## src/rtl/core/mrwt_pkg.sv

```systemverilog
// Shared widths, constants and modular add for the Miller-Rabin witness test.
package mrwt_pkg;

  localparam int CANDIDATE_BITS = 31;
  localparam int CNT_BITS = $clog2(CANDIDATE_BITS + 1);
  localparam int SHIFT_BITS = $clog2(CANDIDATE_BITS);

  typedef logic [CANDIDATE_BITS-1:0] word_t;
  typedef logic [CANDIDATE_BITS:0] wide_t;

  localparam word_t ONE = word_t'(1);
  localparam word_t TWO = word_t'(2);

  function automatic word_t add_mod(word_t x, word_t y, word_t n);
    wide_t t;
    t = {1'b0, x} + {1'b0, y};
    if (t >= {1'b0, n}) begin
      t = t - {1'b0, n};
    end
    return t[CANDIDATE_BITS-1:0];
  endfunction

endpackage

```

## src/rtl/core/mrwt_remainder.sv

```systemverilog
// Bit-serial restoring remainder unit: one dividend bit per cycle.
module mrwt_remainder
  import mrwt_pkg::*;
(
  input  logic  clk,
  input  logic  rst,
  input  logic  start,
  input  word_t dividend,
  input  word_t divisor,
  output logic  done,
  output word_t remainder
);

  logic [CNT_BITS-1:0] cnt;
  word_t shreg;
  word_t nr;
  wide_t trial;
  wide_t trial_sub;
  word_t remainder_next;

  always_comb begin
    trial = {remainder, shreg[CANDIDATE_BITS-1]};
    trial_sub = trial - {1'b0, nr};
    if (trial >= {1'b0, nr}) begin
      remainder_next = trial_sub[CANDIDATE_BITS-1:0];
    end else begin
      remainder_next = trial[CANDIDATE_BITS-1:0];
    end
  end

  always_ff @(posedge clk) begin
    if (rst) begin
      cnt <= '0;
      done <= 1'b0;
    end else begin
      done <= 1'b0;
      if (start) begin
        cnt <= CNT_BITS'(CANDIDATE_BITS);
      end else if (cnt != '0) begin
        cnt <= cnt - 1'b1;
        if (cnt == CNT_BITS'(1)) begin
          done <= 1'b1;
        end
      end
    end
  end

  always_ff @(posedge clk) begin
    if (start) begin
      remainder <= '0;
      shreg <= dividend;
      nr <= divisor;
    end else if (cnt != '0) begin
      remainder <= remainder_next;
      shreg <= {shreg[CANDIDATE_BITS-2:0], 1'b0};
    end
  end

endmodule

```

## src/rtl/core/mrwt_mulmod.sv

```systemverilog
// Bit-serial shift-and-add modular multiplier: one multiplier bit per cycle.
module mrwt_mulmod
  import mrwt_pkg::*;
(
  input  logic  clk,
  input  logic  rst,
  input  logic  start,
  input  word_t op_x,
  input  word_t op_y,
  input  word_t modulus,
  output logic  done,
  output word_t product
);

  logic [CNT_BITS-1:0] cnt;
  word_t xr;
  word_t yr;
  word_t nr;

  always_ff @(posedge clk) begin
    if (rst) begin
      cnt <= '0;
      done <= 1'b0;
    end else begin
      done <= 1'b0;
      if (start) begin
        cnt <= CNT_BITS'(CANDIDATE_BITS);
      end else if (cnt != '0) begin
        cnt <= cnt - 1'b1;
        if (cnt == CNT_BITS'(1)) begin
          done <= 1'b1;
        end
      end
    end
  end

  always_ff @(posedge clk) begin
    if (start) begin
      product <= '0;
      xr <= op_x;
      yr <= op_y;
      nr <= modulus;
    end else if (cnt != '0) begin
      if (yr[0]) begin
        product <= add_mod(product, xr, nr);
      end
      xr <= add_mod(xr, xr, nr);
      yr <= {1'b0, yr[CANDIDATE_BITS-1:1]};
    end
  end

endmodule

```

## src/rtl/core/miller_rabin_witness_test_unit.sv

```systemverilog
// Top level: sequencer for the strong probable-prime test on one base.
//
//   channel | signals                             | direction
//   --------+-------------------------------------+----------
//   in      | in_valid, in_ready, candidate,      | into block
//           | witness_base                        |
//   out     | out_valid, out_ready, verdict       | out of block
//
// One transaction is worked on at a time; in_ready is high only while idle.
// Trivial candidates (below 2, even) go straight to the done state. Otherwise the time
// is set by the remainder unit and the shared bit-serial modular multiplier.
// Reset clears the sequencer and the output valid; no memory is cleared.
// A finished verdict waits in the output register and does not block the next input.
module miller_rabin_witness_test_unit
  import mrwt_pkg::*;
(
  input  logic  clk,
  input  logic  rst,
  input  logic  in_valid,
  output logic  in_ready,
  input  word_t candidate,
  input  word_t witness_base,
  output logic  out_valid,
  input  logic  out_ready,
  output logic  verdict
);

  typedef enum logic [10:0] {
    S_IDLE       = 11'b00000000001,
    S_SPLIT      = 11'b00000000010,
    S_REDUCE     = 11'b00000000100,
    S_EXP_CHECK  = 11'b00000001000,
    S_EXP_MUL    = 11'b00000010000,
    S_EXP_SQR    = 11'b00000100000,
    S_TEST_FIRST = 11'b00001000000,
    S_LOOP       = 11'b00010000000,
    S_SQ_WAIT    = 11'b00100000000,
    S_TEST_SQ    = 11'b01000000000,
    S_DONE       = 11'b10000000000
  } state_t;

  state_t state;
  logic rem_start;
  logic mul_start;
  logic rem_done;
  logic mul_done;
  word_t rem_value;
  word_t mul_value;
  word_t mul_x;
  word_t mul_y;
  word_t n_reg;
  word_t a_reg;
  word_t d;
  logic [SHIFT_BITS-1:0] s;
  word_t base;
  word_t r;
  logic verdict_reg;
  word_t nm1;
  logic out_load;

  assign in_ready = (state == S_IDLE);
  assign nm1 = n_reg - ONE;
  assign out_load = (state == S_DONE) && (!out_valid || out_ready);

  always_comb begin
    unique case (state)
      S_EXP_MUL: begin
        mul_x = r;
        mul_y = base;
      end
      S_SQ_WAIT: begin
        mul_x = r;
        mul_y = r;
      end
      default: begin
        mul_x = base;
        mul_y = base;
      end
    endcase
  end

  mrwt_remainder u_rem (
    .clk      (clk),
    .rst      (rst),
    .start    (rem_start),
    .dividend (a_reg),
    .divisor  (n_reg),
    .done     (rem_done),
    .remainder(rem_value)
  );

  mrwt_mulmod u_mul (
    .clk    (clk),
    .rst    (rst),
    .start  (mul_start),
    .op_x   (mul_x),
    .op_y   (mul_y),
    .modulus(n_reg),
    .done   (mul_done),
    .product(mul_value)
  );

  always_ff @(posedge clk) begin
    if (rst) begin
      state <= S_IDLE;
      rem_start <= 1'b0;
      mul_start <= 1'b0;
      out_valid <= 1'b0;
    end else begin
      rem_start <= 1'b0;
      mul_start <= 1'b0;
      if (out_load) begin
        out_valid <= 1'b1;
      end else if (out_ready) begin
        out_valid <= 1'b0;
      end
      unique case (state)
        S_IDLE: begin
          if (in_valid) begin
            if (candidate < TWO || candidate == TWO || !candidate[0]) begin
              state <= S_DONE;
            end else begin
              state <= S_SPLIT;
            end
          end
        end
        S_SPLIT: begin
          if (d[0]) begin
            state <= S_REDUCE;
            rem_start <= 1'b1;
          end
        end
        S_REDUCE: begin
          if (rem_done) begin
            state <= S_EXP_CHECK;
          end
        end
        S_EXP_CHECK: begin
          if (d == '0) begin
            state <= S_TEST_FIRST;
          end else if (d[0]) begin
            state <= S_EXP_MUL;
            mul_start <= 1'b1;
          end else begin
            state <= S_EXP_SQR;
            mul_start <= 1'b1;
          end
        end
        S_EXP_MUL: begin
          if (mul_done) begin
            state <= S_EXP_SQR;
            mul_start <= 1'b1;
          end
        end
        S_EXP_SQR: begin
          if (mul_done) begin
            state <= S_EXP_CHECK;
          end
        end
        S_TEST_FIRST: begin
          if (r == ONE || r == nm1) begin
            state <= S_DONE;
          end else begin
            state <= S_LOOP;
          end
        end
        S_LOOP: begin
          if (s == '0) begin
            state <= S_DONE;
          end else begin
            state <= S_SQ_WAIT;
            mul_start <= 1'b1;
          end
        end
        S_SQ_WAIT: begin
          if (mul_done) begin
            state <= S_TEST_SQ;
          end
        end
        S_TEST_SQ: begin
          if (r == nm1) begin
            state <= S_DONE;
          end else begin
            state <= S_LOOP;
          end
        end
        S_DONE: begin
          if (!out_valid || out_ready) begin
            state <= S_IDLE;
          end
        end
        default: begin
          state <= S_IDLE;
        end
      endcase
    end
  end

  always_ff @(posedge clk) begin
    if (out_load) begin
      verdict <= verdict_reg;
    end
    unique case (state)
      S_IDLE: begin
        n_reg <= candidate;
        a_reg <= witness_base;
        d <= candidate - ONE;
        s <= '0;
        verdict_reg <= (candidate == TWO);
      end
      S_SPLIT: begin
        if (!d[0]) begin
          d <= {1'b0, d[CANDIDATE_BITS-1:1]};
          s <= s + 1'b1;
        end
      end
      S_REDUCE: begin
        if (rem_done) begin
          base <= (rem_value < TWO) ? TWO : rem_value;
          r <= ONE;
        end
      end
      S_EXP_MUL: begin
        if (mul_done) begin
          r <= mul_value;
        end
      end
      S_EXP_SQR: begin
        if (mul_done) begin
          base <= mul_value;
          d <= {1'b0, d[CANDIDATE_BITS-1:1]};
        end
      end
      S_TEST_FIRST: begin
        verdict_reg <= (r == ONE || r == nm1);
        s <= s - 1'b1;
      end
      S_LOOP: begin
        if (s != '0) begin
          s <= s - 1'b1;
        end
      end
      S_SQ_WAIT: begin
        if (mul_done) begin
          r <= mul_value;
        end
      end
      S_TEST_SQ: begin
        verdict_reg <= (r == nm1);
      end
      default: begin
      end
    endcase
  end

endmodule

```

## config.mk

```make
export PLATFORM = sky130hd
export DESIGN_NAME = miller_rabin_witness_test_unit
export DESIGN_NICKNAME = d
export VERILOG_FILES = /design/src/rtl/core/mrwt_pkg.sv /design/src/rtl/core/mrwt_remainder.sv /design/src/rtl/core/mrwt_mulmod.sv /design/src/rtl/core/miller_rabin_witness_test_unit.sv
export SDC_FILE = /design/constraint.sdc
export NUM_CORES = 1
export LEC_CHECK = 0
export BUFFER_PORTS_ARGS = -buffer_cell sky130_fd_sc_hd__buf_4
export CAP_MARGIN = 0
export CORE_ASPECT_RATIO = 0.8
export CORE_UTILIZATION = 46
export CTS_CLUSTER_SIZE = 14
export DETAILED_ROUTE_END_ITERATION = 10
export PLACE_DENSITY_LB_ADDON = 0.2
export SETUP_SLACK_MARGIN = 0.3
export SLEW_MARGIN = 10
export SYNTH_ARGS = -nofsm -noshare
export SYNTH_HDL_FRONTEND = slang
export SYNTH_SLANG_ARGS = --single-unit
export TNS_END_PERCENT = 10
```

## constraint.sdc

```tcl
create_clock -name clk -period 5.2 [get_ports clk]
set_input_delay 1.56 -clock clk [delete_from_list [all_inputs] [get_ports clk]]
set_output_delay 1.56 -clock clk [all_outputs]
set_load 0.02 [all_outputs]
```

; Word-level counts from Yosys, hierarchy flattened
; Cells that the tools add are included.
[totals]
output_inout_bits = 3
ff_bits = 405
[classes]
bitwise_logic = 3
reduce_logical = 31
magnitude_cmp = 5
mux = 51
add_sub_neg = 11
n_eq_ne = 26
[op_table]
columns = operator, n
row1 = $mux 31, 17
row2 = $pmux 31 s2, 2
row3 = $mux 11, 11
row4 = $pmux 11 s11, 1
row5 = $ge 32x31->1, 3
row6 = $pmux 31 s3, 1
row7 = $sub 31x31->31, 3
row8 = $add 31x31->32, 2
row9 = $lt 31x2->1 const B, 2
row10 = $sub 31x1->31 const B, 2
row11 = $eq 31x1->1 const B, 1
row12 = $eq 31x2->1 const B, 1
row13 = $eq 31x31->1, 1
row14 = $logic_not 31->1, 1
row15 = $mux 5, 6
row16 = $pmux 5 s4, 1
row17 = $reduce_bool 5->1, 3
row18 = $sub 5x1->5 const B, 3
row19 = $ne 2x1->1 const B, 6
row20 = $reduce_and 3->1, 4
row21 = $eq 11x1->1 const B, 1
row22 = $eq 11x10->1 const B, 1
row23 = $eq 11x11->1 const B, 1
row24 = $eq 11x2->1 const B, 1
row25 = 26 further kinds, 52

; Logic depth before layout (Yosys ltp)
; Gate-level depths: netlist of run 1.
[depth]
depth_word = 6
mapped_depth = 24

; Hierarchy
; A second synthesis of run 1 with hierarchy kept.
[unflattened]
hier_cells = 2643
area_unflattened_um2 = 25534.5
[by_module_without_submodules]
columns = module, instances, area_per_inst_um2, cells_per_inst
row1 = mrwt_mulmod, 1, 10530.1, 1178
row2 = miller_rabin_witness_test_unit, 1, 9355.2, 900
row3 = mrwt_remainder, 1, 5649.2, 565

; Worst setup path after synthesis of run 1
; No wires, ideal clock.
[synth_timing]
kind = register -> register
startpoint = reg u_mul.xr[0]
endpoint = reg u_mul.product[25]
path_buffers = 2
path_stages_with_launch = 23
path_slack_ps = 144
synth_period_minus_slack_ps = 5056
arrival_ps = 4939
path_cell_list = edfxtp_1 > ha_1 > fa_1 > a21o_1 > a21oi_1 > o21a_1 > o31ai_1 > o21ai_0 > a21oi_1 > a311o_1 > a21o_1 > xor2_1 > ha_1 > nand4_1 > inv_1 > a221o_1 > a31oi_1 > a21oi_1 > a211o_1 > clkbuf_1 > buf_1 > o21a_1 > a32o_1
[synth_via]
elab_chain_len = 3
[synth_lines]
columns = element, line_no
row1 = "start, declared", mrwt_mulmod.sv:16  ; word_t xr;
row2 = "start signal, assigned", mrwt_mulmod.sv:40  ; xr <= op_x;
row3 = "start signal, assigned", mrwt_mulmod.sv:47  ; xr <= add_mod(xr, xr, nr);
row4 = $add 31x31->32 *, mrwt_pkg.sv:16  ; t = {1'b0, x} + {1'b0, y};
row5 = $sub 31x31->31 or $ge 32x31->1 (tied branches), "mrwt_pkg.sv:18, mrwt_pkg.sv:17"
row6 = $mux 31 *, mrwt_pkg.sv:17  ; if (t >= {1'b0, n}) begin
row7 = "end signal, assigned", mrwt_mulmod.sv:45  ; product <= add_mod(product, xr, nr);
row8 = "end, declared", mrwt_mulmod.sv:12  ; output word_t product
; Mark *: on every way between the ends. The rest lies on a longest branch, timed or not.
; A chain may end at the register's enable or synchronous reset.

; Worst setup path in the final report of run 1
[layout_timing]
startpoint = reg u_mul.xr[1]
endpoint = reg u_mul.product[16]
; Same word-level chain as after synthesis.

==> results.toml, run 1 <==
[outcome]
status = "finished clean"

[setup_path]
crit_buf_inv = 2
critPathArrivalTime_ns = 5.52
worstSetupPathType = "reg2reg"
crit_slowest_cell = "edfxtp_1"
critical_path_required_ns = 5.67
crit_chain = "ha_4 -> a211oi_4 -> nor2_2 -> o41a_1 -> a31oi_1 -> buf_4 -> o31ai_4 -> a21o_1 -> a21oi_2 -> xnor2_1 -> ha_1 -> a21o_1 -> a21o_1 -> a21oi_2 -> o21bai_2 -> a221o_1 -> a31oi_4 -> a21oi_2 -> a211o_4 -> clkbuf_16 -> mux2i_1 -> a211oi_1"
crit_path_start_kind = "flop"
critical_path.max_stage_delay_ns = 0.43
cp-end-kind = "flop"
critical-path-top-delay-family = "compound AO/OA/AOI/OAI gates"
worstPathMaxFanout = 8

[die]
rows = 74
die_y_um = 208
dieArea_mm2 = 0.0537
start_util_pct = 47.1
core_mm2 = 0.0516
die_x_um = 259
num_io_pins = 69

[timing]
drv_slew = 0
fmax_mhz = 198
finalCritPeriodShare_pct = 97.1
slew_headroom_pct = 15.0
worst_slack_ns = 0.149
final_hold_viol_count = 0
setup_viol = 0
rsz0062_at_grt = "yes"
hold_ws_ns = 0.513
min_period_ns = 5.05
skew_ns = 0.0202
tightest_slew_ns = 1.26

[logic_synthesis]
yosys.area.top_type = "edfxtp_1"
netlist_area_mm2 = 0.0243
synthArstFlopShare_pct = 0
synth_area_leaders = "edfxtp_1, dfxtp_1, ha_1"
synthCells = 2488
yosysUniqueCellTypes = 78
synth_compound_area_share_pct = 16.1
synth_top_family_by_area = "simple AND/OR/NAND/NOR gates"
synthFlopType = "edfxtp_1"
synth_seq_cells = 405
yosys.area_share.simple_pct = 16.6
synth_xor_area_share_pct = 6.09
synth-seq-area-share_pct = 46.4
syn-mean-instance-area_um2 = 9.77
synth_adder_area_share_pct = 7.42
synth.area.mux_share_pct = 4.13
synth_edf_count = 317
postSynthNetCount = 2695
synth_top_area_share_pct = 39.2
ys_warn_count = 0

[clock_tree]
h-tree-depth = 2
clockBufferDepth = 3
cts_buffers = 43
clock_sinks = 405
cts_tree = "yes"
clk_pin_slew_ns = 0.07
clk_latency_ns = 0.57
root_buffer = "clkbuf_16"
hold_buffers = 0

[routing]
drt-pass1-iter-count = 5
avgViaCountPerCell = 5.92
antenna_left = 0
drc = 0
avgRoutedWirePerCell_um = 21.4
routed-via-count = 19600
wl_mm = 70.9
drt_iter0_markers = 1651

[placement]
pre_cts_ws_ns = -0.000890
dp_hpwl_mm = 51.0
io_buffers = 68
gp_congestion = 0.919

[final_layout]
drive_above_1_share_pct = 12.8
layout_common_cells = "edfxtp_1, nand2_1, nor2_1"
final_common_cell = "edfxtp_1"
nets = 2804
syn2layout_area_growth_pct = 14.8

[global_routing]
grt_use_total_pct = 26.1
grt-ovfl-total = 0
grt_pass1_vias = 19000
grt_max_degree = 107
grt_pass1_wl_mm = 109
antenna_found_initial = 2

[worst_hold_path]
hp-class = "reg2reg"

[job]
max_cap_viol_count = 0
kinds of logic after synthesis:
family	after synthesis
AO/OA/AOI/OAI	609
XOR/XNOR	169
adder cells (fa/ha/maj)	141
buffers and inverters	212
flip-flops	405
multiplexers	96
AND/OR/NAND/NOR	856
cell usage after synthesis (5+ instances only):
cell type and count:
or2_2 10, o21ai_0 122, nand3b_1 5, nor3_1 47
or3_1 18, a211oi_1 63, o21a_1 19, nand2_1 301
mux2i_1 62, buf_1 6, clkbuf_1 86, nor4b_1 6
a31o_2 6, ha_1 136, fa_1 5, o21bai_1 19
or4_1 11, o211ai_1 12, nand4_1 29, a311oi_1 12
and3_1 12, o31ai_1 12, nor4_1 42, a21oi_1 177
a31oi_1 37, inv_1 117, edfxtp_1 317, xnor2_1 104
nor2b_1 20, nand3_1 35, mux2_2 34, and2_1 40
xor2_1 65, nor2_1 232, a21o_1 63, dfxtp_1 88
nand2b_1 26, o31a_1 6, a2111oi_0 5, nor3b_1 5
final timing paths:
path                            cells past startpoint  slack, ns                end         from
worst max-delay path                               22       0.15  u_mul.product[16]  u_mul.xr[1]
worst min-delay path                                2       0.51           state[8]     state[8]
worst max register to register                     22       0.15  u_mul.product[16]  u_mul.xr[1]
worst min register to register                      2       0.51           state[8]     state[8]
final cells by class:
type / count / area (µm²)
Clock buffer: 60 / 1200
Sequential cell: 405 / 11300
Fill cell: 4546 / 23700
Inverter: 117 / 439
Timing Repair Buffer: 159 / 1300
Antenna cell: 1 / 2.50
Multi-Input combinational cell: 1871 / 12500
Clock inverter: 20 / 273
Tap cell: 684 / 856
tightest hold or removal path: stages (launching register included):
cell,delay (ns)
dfxtp_1,0.34
nand2_1,0.07
a21oi_1,0.06
metrics by stage:
stage          util (%)  setup TNS, ns  instances  area [µm²]
5_1_grt            54.1         -0.660       3316       27900
3_5_place_dp       50.0      -0.000890       3199       25800
2_1_floorplan         -              0       2488       24300
4_1_cts            53.5              0       3306       27600
6_report           54.1              0       3317       27900
3_3_place_gp       50.0              0       3199       25800
timing repair:
item,CTS,global route
endpoints found under the setup margin,31,31
resized for setup,26,35
pin swaps,24,54
setup buffers,26,8
gates cloned,1,2
metal layers:
layer / wire (µm) / up-vias / GRT usage (%)
met5: 0 / - / 0
met4: 1850 / 0 / 7.30
met3: 5800 / 125 / 6.09
met2: 30900 / 667 / 39.4
met1: 32300 / 9491 / 37.1
li1: - / 9356 / -
Power of run 1 is not shown: default switching activity piles up to over one toggle a cycle in this logic, so the estimate is an artifact.
==> inputs of run 2 (changes only) <==
--- a/config.mk
+++ b/config.mk
@@ -12,7 +12,6 @@
 export CTS_CLUSTER_SIZE = 14
 export DETAILED_ROUTE_END_ITERATION = 10
 export PLACE_DENSITY_LB_ADDON = 0.2
-export SETUP_SLACK_MARGIN = 0.3
 export SLEW_MARGIN = 10
 export SYNTH_ARGS = -nofsm -noshare
 export SYNTH_HDL_FRONTEND = slang
==> results.toml, run 2 (synthesis gave the netlist of run 1 again) <==
[setup_path]
critical_path_required_ns = 5.65
crit_chain = "buf_4 -> fa_2 -> a21o_1 -> a21oi_2 -> o21a_2 -> o31ai_4 -> o21ai_1 -> buf_4 -> a21oi_1 -> a311o_1 -> a21o_1 -> buf_4 -> a21o_1 -> a211oi_2 -> a211oi_1 -> ha_2 -> a21o_1 -> a211o_1 -> a211o_4 -> buf_6 -> mux2i_1 -> a211oi_1"
cpMostUsedCell = "a21o_1"
crit_slowest_cell = "edfxtp_1"
r2r_slack_ns = 0.10
critPathArrivalTime_ns = 5.55
worstPathMaxFanout = 8
worstSetupPathType = "reg2reg"
crit_buf_inv = 4
r2r_start = "u_mul.xr[1]"
critical_path.max_stage_delay_ns = 0.46
crit_path_start_kind = "flop"
reg2reg_depth = 22
cp-end-kind = "flop"
critical-path-top-delay-family = "compound AO/OA/AOI/OAI gates"
r2r_end = "u_mul.product[14]"

[global_routing]
grt_use_total_pct = 25.7
antenna_found_initial = 6
grt_pass1_vias = 18600
grt_max_degree = 83
grt_pass1_wl_mm = 108
grt-ovfl-total = 0

[routing]
antenna_left = 0
avgViaCountPerCell = 5.96
drc = 0
drt-pass1-iter-count = 5
avgRoutedWirePerCell_um = 21.4
drt_iter0_markers = 1943
wl_mm = 70.4
routed-via-count = 19600

[clock_tree]
clk_pin_slew_ns = 0.06
clockBufferDepth = 3
clock_sinks = 405
h-tree-depth = 2
cts_buffers = 43
root_buffer = "clkbuf_16"
cts_tree = "yes"
hold_buffers = 0
clk_latency_ns = 0.56

[placement]
gp_congestion = 0.920
io_buffers = 68
pre_cts_ws_ns = 0.0269
dp_hpwl_mm = 51.3

[die]
rows = 74
core_mm2 = 0.0516
dieArea_mm2 = 0.0537
die_y_um = 208
die_x_um = 259
start_util_pct = 47.1
num_io_pins = 69

[worst_hold_path]
holdCritStartpoint = "verdict_reg"
hold_depth = 0
hp-class = "reg2reg"
min_to = "verdict"

[timing]
hold_ws_ns = 0.505
setup_viol = 0
tightest_slew_ns = 1.20
min_period_ns = 5.10
drv_slew = 0
fmax_mhz = 196
skew_ns = 0.0230
slew_headroom_pct = 19.3
finalCritPeriodShare_pct = 98.0
final_hold_viol_count = 0
worst_slack_ns = 0.102

[final_layout]
drive_above_1_share_pct = 11.6
final_common_cell = "edfxtp_1"
nets = 2783
layout_common_cells = "edfxtp_1, nand2_1, nor2_1"
multi_input_area_mm2 = 0.0124
num-fill-cells = 4574
syn2layout_area_growth_pct = 13.8
final_util_pct = 53.6
layout.area.seq_mm2 = 0.0113

[job]
max_cap_viol_count = 0

[outcome]
status = "finished clean"
run 2: changes by cell type in the layout (fill, tap and decap cells not counted), moves of 3 or more:
cell,delta
clkbuf_1,-8
a21oi_1,+4
clkinv_1,+5
o21ai_0,+3
a211oi_1,+3
buf_4,-19
a21oi_2,-3
clkbuf_8,-3
run 2: layer usage:
layer / vias up / wire length [µm] / global-route usage, %
met1: 9493 / 32500 / 38.3
met2: 730 / 30400 / 38.9
met4: 0 / 1470 / 6.04
li1: 9298 / - / -
met3: 102 / 5970 / 4.08
met5: - / 0 / 0
run 2: worst max-delay path by stage:
stage	from	to	slack (ns)	cells after the start
after floorplan	u_mul.xr[0]	u_mul.product[25]	0.14	22
after global placement	u_mul.xr[1]	u_mul.product[27]	0.12	23
after detailed placement	u_mul.xr[0]	u_mul.product[27]	0.03	23
after CTS	u_mul.xr[0]	u_mul.product[29]	0.01	22
after global routing	u_mul.xr[1]	u_mul.product[29]	-0.06	21
final	u_mul.xr[1]	u_mul.product[14]	0.10	22
run 2: repair_timing:
| item | 4_1_cts | 5_1_grt |
|---|---|---|
| buffers inserted | 0 | 9 |
| resized for setup | 3 | 33 |
| endpoints found under the setup margin | 3 | 31 |
| cloned | 0 | 5 |
| pin swaps | 0 | 21 |
run 2: stage by stage:
step,setup TNS (ns),instance area [µm²],instances
2_1_floorplan,0,24300,2488
3_3_place_gp,0,25800,3201
3_5_place_dp,0,25800,3201
4_1_cts,0,27300,3280
5_1_grt,-0.803,27600,3294
6_report,0,27600,3295
run 2: worst reg2reg max path, stage by stage (launching register included):
cell,delay (ns)
edfxtp_1,0.46
buf_4,0.19
fa_2,0.37
a21o_1,0.20
a21oi_2,0.15
o21a_2,0.20
o31ai_4,0.09
o21ai_1,0.17
buf_4,0.14
a21oi_1,0.09
a311o_1,0.40
a21o_1,0.21
buf_4,0.15
a21o_1,0.18
a211oi_2,0.24
a211oi_1,0.10
ha_2,0.21
a21o_1,0.15
a211o_1,0.30
a211o_4,0.41
buf_6,0.20
mux2i_1,0.12
a211oi_1,0.27
run 2: cell type report:
class,instances,area share (%)
multi-input cells,1871,44.9
flip-flops and latches,405,40.8
clock buffers,49,4.09
repair buffers,138,4.06
well taps,684,3.10
inverters,117,1.59
clock inverters,30,1.38
diodes,1,0.00905
Power of run 2 is left out for the same reason.
==> inputs of run 3 (changes only) <==
==> constraint.sdc (replaced) <==
create_clock -name clk -period 5.2 [get_ports clk]
set_input_delay 0.78 -clock clk [delete_from_list [all_inputs] [get_ports clk]]
set_output_delay 0.78 -clock clk [all_outputs]
set_load 0.02 [all_outputs]
==> results.toml, run 3 (synthesis gave the netlist of run 1 again) <==
[outcome]
status = "finished clean"

[setup_path]
cp-end-kind = "flop"
critical_path.max_stage_delay_ns = 0.48
worstSetupPathType = "reg2reg"
crit_chain = "buf_4 -> fa_2 -> a21o_1 -> a21oi_2 -> o21a_2 -> o31ai_4 -> o21ai_1 -> buf_4 -> a21oi_1 -> a311o_1 -> a21o_1 -> buf_4 -> a21o_1 -> a211oi_2 -> a211oi_1 -> ha_1 -> a21o_1 -> a211o_1 -> a211o_2 -> buf_6 -> mux2i_1 -> a211oi_1"
crit_path_start_kind = "flop"
critical_path_required_ns = 5.66
critPathArrivalTime_ns = 5.66
worstPathMaxFanout = 9
crit_slowest_cell = "edfxtp_1"
cpMostUsedCell = "a21o_1"

[die]
dieArea_mm2 = 0.0537
die_x_um = 259
start_util_pct = 47.1
num_io_pins = 69
die_y_um = 208
rows = 74
core_mm2 = 0.0516

[clock_tree]
cts_tree = "yes"
cts_buffers = 43
clock_sinks = 405
h-tree-depth = 2
clockBufferDepth = 3
clk_pin_slew_ns = 0.07
hold_buffers = 0
root_buffer = "clkbuf_16"
clk_latency_ns = 0.56

[job]
max_cap_viol_count = 0

[routing]
drt_iter0_markers = 2001
routed-via-count = 19700
drt-pass1-iter-count = 5
wl_mm = 70.9
antenna_left = 0
avgRoutedWirePerCell_um = 21.5
drc = 0
avgViaCountPerCell = 5.98

[placement]
io_buffers = 68
gp_congestion = 0.920
dp_hpwl_mm = 51.3
pre_cts_ws_ns = 0.0316

[timing]
tightest_slew_ns = 1.11
setup_viol = 0
setup-tns-final_ns = 0
fmax_mhz = 192
rsz0062_at_grt = "yes"
final_hold_viol_count = 0
min_period_ns = 5.20
finalCritPeriodShare_pct = 99.9
skew_ns = 0.0128
slew_headroom_pct = 25.2
drv_slew = 0
worst_slack_ns = 0.00411

[worst_hold_path]
hp-class = "in2reg"

[final_layout]
antenna_cells = 0
nets = 2785
final_common_cell = "edfxtp_1"
syn2layout_area_growth_pct = 13.8
drive_above_1_share_pct = 11.6
layout_common_cells = "edfxtp_1, nand2_1, nor2_1"

[global_routing]
grt_max_degree = 83
grt_pass1_vias = 18600
grt_pass1_wl_mm = 108
grt_use_total_pct = 25.8
grt-ovfl-total = 0
antenna_found_initial = 0
[run 3: worst paths after layout]
path         slack, ns           endpoint              from  cells past startpoint
max              0.004  u_mul.product[23]       u_mul.xr[1]                     22
min reg2reg       0.50            verdict       verdict_reg                      0
min               0.39          a_reg[18]  witness_base[18]                      1
max reg2reg      0.004  u_mul.product[23]       u_mul.xr[1]                     22
[run 3: layout make-up]
class / count / area (µm²)
repair buffers: 139 / 1140
clock inverters: 24 / 324
clock buffers: 54 / 1140
inverters: 117 / 439
fillers: 4606 / 23900
multi-input cells: 1872 / 12500
flip-flops and latches: 405 / 11300
well taps: 684 / 856
[run 3: metrics by stage]
stage	util [%]	hold WS, ns	cells	cell area, µm²
2_1_floorplan	-	0.400	2488	24300
3_3_place_gp	50.0	0.492	3200	25800
3_5_place_dp	50.0	0.493	3200	25800
4_1_cts	52.8	0.376	3278	27200
5_1_grt	53.6	0.375	3295	27600
6_report	53.6	0.393	3295	27600
[run 3: what timing repair did]
action	in CTS	in global routing
resized for setup	2	42
gates cloned	0	7
pin swaps	0	44
setup buffers	0	10
setup endpoints to repair	2	31
[run 3: critical path: cells and delay by family (launching register included)]
kind                       cells  cell delay [ns]
AOI/OAI and AO/OA             15             3.20
DFF                            1             0.48
muxes                          1             0.12
buffers and inverters          4             0.68
adders and majority gates      2             0.61
[run 3: layer usage]
metal / share of wire [%] / wire (µm) / track usage [%]
met5: 0 / 0 / 0
met3: 8.8 / 6230 / 5.36
met2: 43 / 30200 / 38.6
met1: 46 / 32700 / 37.6
met4: 2.5 / 1770 / 6.79
Power of run 3 is left out for the same reason.
